File: src/rtl/ewma_cost_estimator_table_defines.svh
// assertion macros for the duration cost estimator table
`ifndef EWMA_COST_ESTIMATOR_TABLE_DEFINES_SVH
`define EWMA_COST_ESTIMATOR_TABLE_DEFINES_SVH
`ifndef SYNTHESIS
// same-cycle implication
`define ECET_ASSERT_IMP(label, clk, rst, ante, cons) \
  label: assert property (@(posedge clk) disable iff (rst) (ante) |-> (cons)) \
    else $error("ecet assertion failed");
// next-cycle implication
`define ECET_ASSERT_NXT(label, clk, rst, ante, cons) \
  label: assert property (@(posedge clk) disable iff (rst) (ante) |=> (cons)) \
    else $error("ecet assertion failed");
`else
`define ECET_ASSERT_IMP(label, clk, rst, ante, cons)
`define ECET_ASSERT_NXT(label, clk, rst, ante, cons)
`endif
`endif

File: src/rtl/ecet_pkg.sv
// shared types, widths and constants of the duration cost estimator table
package ecet_pkg;

  localparam int DATA_W       = 48;
  localparam int FRAC_W       = 8;
  localparam int FIX_W        = 56;
  localparam int CNT_W        = 32;
  localparam int ALPHA_W      = 16;
  localparam int CT_CODE_W    = 4;
  localparam int TI_W         = 6;
  localparam int CT_IDX_MAX_W = 8;
  localparam int SLOT_MAX_W   = 20;

  localparam int COMPONENT_TYPES_DEF    = 16;
  localparam int TEMPLATES_PER_TYPE_DEF = 64;

  localparam logic [DATA_W-1:0]  COLD_START_RESET = 48'd5000000;
  localparam logic [ALPHA_W-1:0] ALPHA_RESET      = 16'd19661;

  localparam int QUEUE_DEPTH = 2;
  localparam int QPTR_W      = QUEUE_DEPTH > 1 ? $clog2(QUEUE_DEPTH) : 1;
  localparam int QCNT_W      = $clog2(QUEUE_DEPTH + 1);

  localparam int CFG_IDX_W = 1;
  localparam logic [CFG_IDX_W-1:0] CFG_COLD_START = CFG_IDX_W'(0);
  localparam logic [CFG_IDX_W-1:0] CFG_ALPHA      = CFG_IDX_W'(1);

  localparam logic ACT_RECORD = 1'b0;

  typedef struct packed {
    logic                     action;
    logic [CT_CODE_W-1:0]     component_type;
    logic                     has_template;
    logic [TI_W-1:0]          template_index;
    logic signed [DATA_W-1:0] duration_ns;
  } in_item_t;

  typedef struct packed {
    logic [DATA_W-1:0] estimate_ns;
    logic [CNT_W-1:0]  template_count;
    logic [CNT_W-1:0]  component_count;
  } out_item_t;

  typedef struct packed {
    logic [DATA_W-1:0]  cold_start_ns;
    logic [ALPHA_W-1:0] alpha_q16;
  } cfg_t;

  // classified item as it waits between front and back
  typedef struct packed {
    logic                    is_record;
    logic                    has_tpl;
    logic [CT_IDX_MAX_W-1:0] agg_idx;
    logic [SLOT_MAX_W-1:0]   slot;
    logic [FIX_W-1:0]        x;
  } job_t;

  typedef struct packed {
    logic [FIX_W-1:0] mean;
    logic [FIX_W-1:0] dev;
    logic [CNT_W-1:0] cnt;
  } bucket_t;

  typedef enum logic [3:0] {
    ST_CLEAR,
    ST_IDLE,
    ST_READ,
    ST_LOAD,
    ST_MAG,
    ST_DMAG,
    ST_MUL,
    ST_APPLY,
    ST_COMPOSE
  } back_state_t;

endpackage

File: src/rtl/ecet_front.sv
// front end: accepts words, maps keys to table indices and queues them
module ecet_front #(
  parameter int COMPONENT_TYPES    = ecet_pkg::COMPONENT_TYPES_DEF,
  parameter int TEMPLATES_PER_TYPE = ecet_pkg::TEMPLATES_PER_TYPE_DEF
) (
  input  logic               clk,
  input  logic               rst,
  input  logic               item_valid,
  output logic               item_ready,
  input  ecet_pkg::in_item_t item,
  input  logic               clear_done,
  output logic               job_valid,
  input  logic               job_ready,
  output ecet_pkg::job_t     job
);

  localparam int TDEPTH    = COMPONENT_TYPES * TEMPLATES_PER_TYPE;
  localparam int SLOT_W    = TDEPTH > 1 ? $clog2(TDEPTH) : 1;
  localparam int CT_W      = COMPONENT_TYPES > 1 ? $clog2(COMPONENT_TYPES) : 1;
  localparam int TPL_W     = TEMPLATES_PER_TYPE > 1 ? $clog2(TEMPLATES_PER_TYPE) : 1;
  localparam int CT_CODE_W = ecet_pkg::CT_CODE_W;
  localparam int TI_W      = ecet_pkg::TI_W;
  localparam int QPTR_W    = ecet_pkg::QPTR_W;
  localparam int QCNT_W    = ecet_pkg::QCNT_W;
  localparam int FIX_W     = ecet_pkg::FIX_W;
  localparam int DATA_W    = ecet_pkg::DATA_W;
  localparam int FRAC_W    = ecet_pkg::FRAC_W;

  logic [CT_W-1:0]   ct_m;
  logic [TPL_W-1:0]  ti_m;
  logic [SLOT_W-1:0] slot;
  ecet_pkg::job_t    cls;

  ecet_pkg::job_t    q [ecet_pkg::QUEUE_DEPTH];
  logic [QPTR_W-1:0] wr_ptr;
  logic [QPTR_W-1:0] rd_ptr;
  logic [QCNT_W-1:0] count;
  logic              push;
  logic              pop;

  // key wrap as constant lookup over every input code
  always_comb begin
    ct_m = '0;
    for (int i = 0; i < 2**CT_CODE_W; i++) begin
      if (item.component_type == CT_CODE_W'(i)) ct_m = CT_W'(i % COMPONENT_TYPES);
    end
  end

  always_comb begin
    ti_m = '0;
    for (int i = 0; i < 2**TI_W; i++) begin
      if (item.template_index == TI_W'(i)) ti_m = TPL_W'(i % TEMPLATES_PER_TYPE);
    end
  end

  assign slot = SLOT_W'(ct_m) * SLOT_W'(TEMPLATES_PER_TYPE) + SLOT_W'(ti_m);

  always_comb begin
    cls.is_record = (item.action == ecet_pkg::ACT_RECORD) && !item.duration_ns[DATA_W-1];
    cls.has_tpl   = item.has_template;
    cls.agg_idx   = ecet_pkg::CT_IDX_MAX_W'(ct_m);
    cls.slot      = ecet_pkg::SLOT_MAX_W'(slot);
    cls.x         = FIX_W'({item.duration_ns[DATA_W-2:0], {FRAC_W{1'b0}}});
  end

  assign item_ready = clear_done && (count != QCNT_W'(ecet_pkg::QUEUE_DEPTH));
  assign push       = item_valid && item_ready;
  assign job_valid  = (count != '0);
  assign pop        = job_valid && job_ready;
  assign job        = q[rd_ptr];

  always_ff @(posedge clk) begin
    if (push) q[wr_ptr] <= cls;
  end

  always_ff @(posedge clk) begin
    if (rst) begin
      wr_ptr <= '0;
      rd_ptr <= '0;
      count  <= '0;
    end else begin
      if (push) begin
        wr_ptr <= (wr_ptr == QPTR_W'(ecet_pkg::QUEUE_DEPTH - 1)) ? '0 : wr_ptr + QPTR_W'(1);
      end
      if (pop) begin
        rd_ptr <= (rd_ptr == QPTR_W'(ecet_pkg::QUEUE_DEPTH - 1)) ? '0 : rd_ptr + QPTR_W'(1);
      end
      case ({push, pop})
        2'b10:   count <= count + QCNT_W'(1);
        2'b01:   count <= count - QCNT_W'(1);
        default: count <= count;
      endcase
    end
  end

endmodule

File: config.mk
export PLATFORM = sky130hd
export DESIGN_NAME = ecet_front
export DESIGN_NICKNAME = d
export VERILOG_FILES = /design/src/rtl/ewma_cost_estimator_table_defines.svh /design/src/rtl/ecet_pkg.sv /design/src/rtl/ecet_front.sv
export SDC_FILE = /design/constraint.sdc
export NUM_CORES = 1
export LEC_CHECK = 0
export BUFFER_PORTS_ARGS = -buffer_cell sky130_fd_sc_hd__buf_2
export CORE_MARGIN = 5
export CORE_UTILIZATION = 50
export CTS_CLUSTER_SIZE = 14
export DETAILED_ROUTE_END_ITERATION = 12
export PLACE_DENSITY = 0.76
export SLEW_MARGIN = 10
export SYNTH_ARGS = -nofsm -noshare
export SYNTH_HDL_FRONTEND = slang
export SYNTH_SLANG_ARGS = --single-unit
File: constraint.sdc
create_clock -name clk -period 5.64 [get_ports clk]
set_input_delay 1.41 -clock clk [delete_from_list [all_inputs] [get_ports clk]]
set_output_delay 1.41 -clock clk [all_outputs]
set_load 0.01 [all_outputs]
==> impl_metrics.prom <==
# TYPE chip_impl_metric gauge
chip_impl_info{name="run_status",value="complete, no violations"} 1
chip_impl_metric{name="max_cap_violations",unit=""} 0
chip_impl_metric{name="static-leakage-power",unit="nW"} 2.26
chip_impl_metric{name="drt.antenna.violating_nets",unit=""} 0
chip_impl_metric{name="critical-path-max-stage-delay",unit="ps"} 740
chip_impl_info{name="synth_ff_type",value="sky130_fd_sc_hd__edfxtp_1"} 1
chip_impl_metric{name="floorplan.die.width",unit="microns"} 107
chip_impl_metric{name="max_clock_freq",unit="MHz"} 267
chip_impl_metric{name="dieArea",unit="sq mm"} 0.0115
chip_impl_info{name="rsz0062_at_grt",value="false"} 1
chip_impl_metric{name="ctsHtreeMaxLevel",unit=""} 4
chip_impl_metric{name="period_needed",unit="ps"} 3740
chip_impl_metric{name="netlist_instances",unit=""} 248
chip_impl_metric{name="synth_async_sr_flop_share",unit="%"} 0
chip_impl_metric{name="hold_viol",unit=""} 0
chip_impl_metric{name="post_cts_hold_buffer_count",unit=""} 0
chip_impl_metric{name="setup_viol",unit=""} 0
chip_impl_metric{name="seq_area_frac_synth",unit="%"} 77.0
chip_impl_metric{name="synth_warnings",unit=""} 0
chip_impl_metric{name="multi_input_area",unit="sq um"} 892
chip_impl_metric{name="portBuffers",unit=""} 129
chip_impl_metric{name="tightestPinTransition",unit="ps"} 826
chip_impl_metric{name="clkTransAtPathRegs",unit="ps"} 60
chip_impl_metric{name="critical_path_peak_fanout",unit=""} 34
chip_impl_metric{name="via_count",unit=""} 2450
chip_impl_metric{name="grt.total_usage",unit="%"} 15.6
chip_impl_metric{name="netlist_area",unit="sq mm"} 0.00473
chip_impl_metric{name="die_h",unit="microns"} 107
chip_impl_metric{name="grt_pass1_wl",unit="mm"} 13.4
chip_impl_metric{name="cp.required",unit="ps"} 4230
chip_impl_info{name="clock_tree_from_tritoncts",value="done"} 1
chip_impl_metric{name="gr-total-overflow",unit=""} 0
chip_impl_metric{name="core_rows",unit=""} 35
chip_impl_metric{name="area.growth.synth_to_final",unit="%"} 25.9
chip_impl_metric{name="grt_max_degree",unit=""} 35
chip_impl_metric{name="synthMuxAreaShare",unit="%"} 14.3
chip_impl_info{name="cts_root_buf",value="sky130_fd_sc_hd__clkbuf_8"} 1
chip_impl_metric{name="cp.arrival",unit="ps"} 2330
chip_impl_metric{name="drc_errors",unit=""} 0
chip_impl_metric{name="cts.sinks",unit=""} 123
chip_impl_info{name="hold_path.class",value="flip-flop to flip-flop"} 1
chip_impl_metric{name="synth.avg_cell_area",unit="sq um"} 19.1
chip_impl_metric{name="core_footprint",unit="sq mm"} 0.00924
chip_impl_info{name="critPathKind",value="flip-flop to primary output"} 1
chip_impl_metric{name="compound_cell_area_share_of_the_yosys_netlist",unit="%"} 0.370
chip_impl_metric{name="detail_route.vias_per_cell",unit=""} 4.72
chip_impl_metric{name="clock_latency",unit="ps"} 500
chip_impl_metric{name="post_cts.resized_instances",unit=""} 0
chip_impl_metric{name="power_density",unit="mW/mm^2"} 450
chip_impl_metric{name="route.detailed.wl_per_inst",unit="microns"} 16.4
chip_impl_metric{name="post-dp-hpwl",unit="mm"} 5.60
chip_impl_metric{name="firstDrtPassIters",unit=""} 5
chip_impl_metric{name="setup_slack",unit="ps"} 1900
chip_impl_metric{name="layout.filler_cells",unit=""} 681
chip_impl_metric{name="layout.nets",unit=""} 443
chip_impl_metric{name="final.period_utilization",unit="%"} 66.4
chip_impl_info{name="worstPathCellList",value="buf_4 -> mux2_2 -> buf_2"} 1
chip_impl_metric{name="antennaDiodeCount",unit=""} 0
chip_impl_info{name="largest_family_of_logic_cells_by_synthesized_area",value="multiplexers"} 1
chip_impl_metric{name="io-pin-count",unit=""} 153
chip_impl_metric{name="path_buf_inv",unit=""} 2
chip_impl_metric{name="routed_wirelength",unit="mm"} 8.53
chip_impl_metric{name="layout_cells_sized_above_1",unit="%"} 57.9
chip_impl_metric{name="synth_xor_xnor_area_share",unit="%"} 0.555
chip_impl_info{name="critical_path.top_delay_family",value="flip-flops"} 1
chip_impl_info{name="critical_path_sink_type",value="primary output"} 1
chip_impl_info{name="critical_path.startpoint_type",value="flip-flop"} 1
chip_impl_metric{name="detailedRoute.firstIterationViolations",unit=""} 97
chip_impl_metric{name="synth_adder_area_share",unit="%"} 0.264
chip_impl_metric{name="final-seq-area",unit="sq mm"} 0.00364
chip_impl_metric{name="largest_clock_skew_in_the_final_design",unit="ps"} 6.07
chip_impl_metric{name="timing.setup.tns",unit="ps"} 0
chip_impl_metric{name="synth-simple-area-share",unit="%"} 1.38
chip_impl_metric{name="synth_cell_types",unit=""} 22
chip_impl_metric{name="cts_setup_buffers",unit=""} 0
chip_impl_metric{name="final_core_utilization",unit="%"} 64.5
chip_impl_metric{name="number_of_flops_mapped_to_enable_cells_by_yosys",unit=""} 118
chip_impl_metric{name="detailedPlace.worstSlack",unit="ps"} 2340
chip_impl_metric{name="slew_headroom",unit="%"} 45.0
chip_impl_info{name="slowest_stage",value="sky130_fd_sc_hd__dfxtp_2"} 1
chip_impl_metric{name="numCtsBuffers",unit=""} 17
chip_impl_metric{name="grt_antenna_before_repair",unit=""} 0
chip_impl_metric{name="initial_utilization",unit="%"} 51.2
chip_impl_metric{name="power.ir.vdd_worst",unit="mV"} 0.230
chip_impl_metric{name="number_of_global_route_vias_before_repair",unit=""} 2688
chip_impl_metric{name="clockBufferDepth",unit=""} 2
chip_impl_metric{name="routabilityCongestion",unit=""} 0.702
chip_impl_metric{name="drv_slew",unit=""} 0
chip_impl_metric{name="synth.ff_latch_count",unit=""} 123
[logic make-up after synthesis]
group,after synthesis
DFF,123
muxes,60
buffers and inverters,44
and+or+nand+nor,13
AOI/OAI and AO/OA,3
xor gates and xnor gates,3
adders and majority gates,1
other,1
[synthesized netlist by cell type, types with 2 or more instances]
library cell               instances  area share [%]
sky130_fd_sc_hd__buf_2             4            0.42
sky130_fd_sc_hd__buf_4            27             4.3
sky130_fd_sc_hd__buf_6             2            0.48
sky130_fd_sc_hd__clkbuf_1         11            0.87
sky130_fd_sc_hd__dfxtp_1           5             2.1
sky130_fd_sc_hd__edfxtp_1        118              75
sky130_fd_sc_hd__mux2_2           60              14
sky130_fd_sc_hd__nor2_1            6            0.48
sky130_fd_sc_hd__xnor2_1           2            0.37
[where the power goes]
group	switching, mW	internal [mW]
sequential	0.0478	1.08
combinational	0.249	0.251
clock	0.385	0.671
total	0.682	2.00
[area by class of cell]
class	count	area share, %
Clock buffer	17	6.95
Sequential cell	123	61.2
Multi-Input combinational cell	103	15.0
Clock inverter	15	2.94
Tap cell	129	2.71
Timing Repair Buffer	132	11.2
[sequential cells by signal, summed over array words and instances (netlist names), named ones only]
| name | flops |
|---|---|
| q | 118 |
| count | 2 |
| wr_ptr | 1 |
| rd_ptr | 1 |
[worst paths after layout]
kind	from	end	slack, ps	depth (start not counted)
min	rd_ptr	flip-flop	530	2
max reg2reg	count[0]	q[0][0]	3330	4
max	flip-flop	job[12]	1900	3
min reg2reg	rd_ptr	flip-flop	530	2
[metal layers]
layer | track usage, % | part of all wire, % | up-vias
met3 | 5.52 | 7.3 | 14
li1 | - | - | 1145
met1 | 18.6 | 41 | 1193
met5 | 0 | 0 | -
met4 | 6.58 | 1.6 | 0
met2 | 25.6 | 50 | 98
[per-stage QoR]
stage	instances	area, sq um	hold WS, ps	total power, mW
final	519	5960	531	2.68
after global routing	519	5960	578	2.80
after CTS	519	5960	534	2.72
after detailed placement	487	5370	508	1.65
after global placement	487	5370	496	1.64
after floorplan	270	4810	474	1.49
[worst reg2reg max path, delay by kind of cell (launching register included)]
family        cells  cell delay (ps)
simple gates      3              980
buf+inv           1              540
flops             1              410
[layout by cell type (no fill, tap or decap)]
| master | synthesis | layout |
|---|---|---|
| sky130_fd_sc_hd__mux2_2 | 60 | 60 |
| sky130_fd_sc_hd__o21ai_0 | 1 | 1 |
| sky130_fd_sc_hd__clkinv_1 | 0 | 2 |
| sky130_fd_sc_hd__bufinv_16 | 0 | 3 |
| sky130_fd_sc_hd__xnor2_1 | 2 | 2 |
| sky130_fd_sc_hd__and2_1 | 1 | 1 |
| sky130_fd_sc_hd__clkinv_4 | 0 | 3 |
| sky130_fd_sc_hd__or2_2 | 1 | 1 |
| sky130_fd_sc_hd__dfxtp_1 | 5 | 4 |
| sky130_fd_sc_hd__inv_6 | 0 | 1 |
| sky130_fd_sc_hd__clkbuf_8 | 0 | 1 |
| sky130_fd_sc_hd__clkinv_2 | 0 | 1 |
| sky130_fd_sc_hd__nor2b_1 | 1 | 1 |
| sky130_fd_sc_hd__conb_1 | 1 | 23 |
| sky130_fd_sc_hd__clkbuf_16 | 0 | 16 |
| sky130_fd_sc_hd__nor2_4 | 0 | 1 |
| sky130_fd_sc_hd__buf_2 | 4 | 129 |
| sky130_fd_sc_hd__ha_1 | 1 | 1 |
| sky130_fd_sc_hd__dfxtp_2 | 0 | 1 |
| sky130_fd_sc_hd__nor2_1 | 6 | 5 |
| sky130_fd_sc_hd__clkinvlp_4 | 0 | 5 |
| sky130_fd_sc_hd__nand3_1 | 1 | 1 |
| sky130_fd_sc_hd__a21oi_1 | 1 | 1 |
| sky130_fd_sc_hd__buf_4 | 27 | 3 |
| sky130_fd_sc_hd__edfxtp_1 | 118 | 118 |
| sky130_fd_sc_hd__o21a_1 | 1 | 1 |
| sky130_fd_sc_hd__or3_1 | 1 | 1 |
| sky130_fd_sc_hd__nand2b_1 | 1 | 1 |
| sky130_fd_sc_hd__and3_2 | 0 | 1 |
| sky130_fd_sc_hd__xor2_1 | 1 | 1 |
Power figures use the tool's default switching activity.
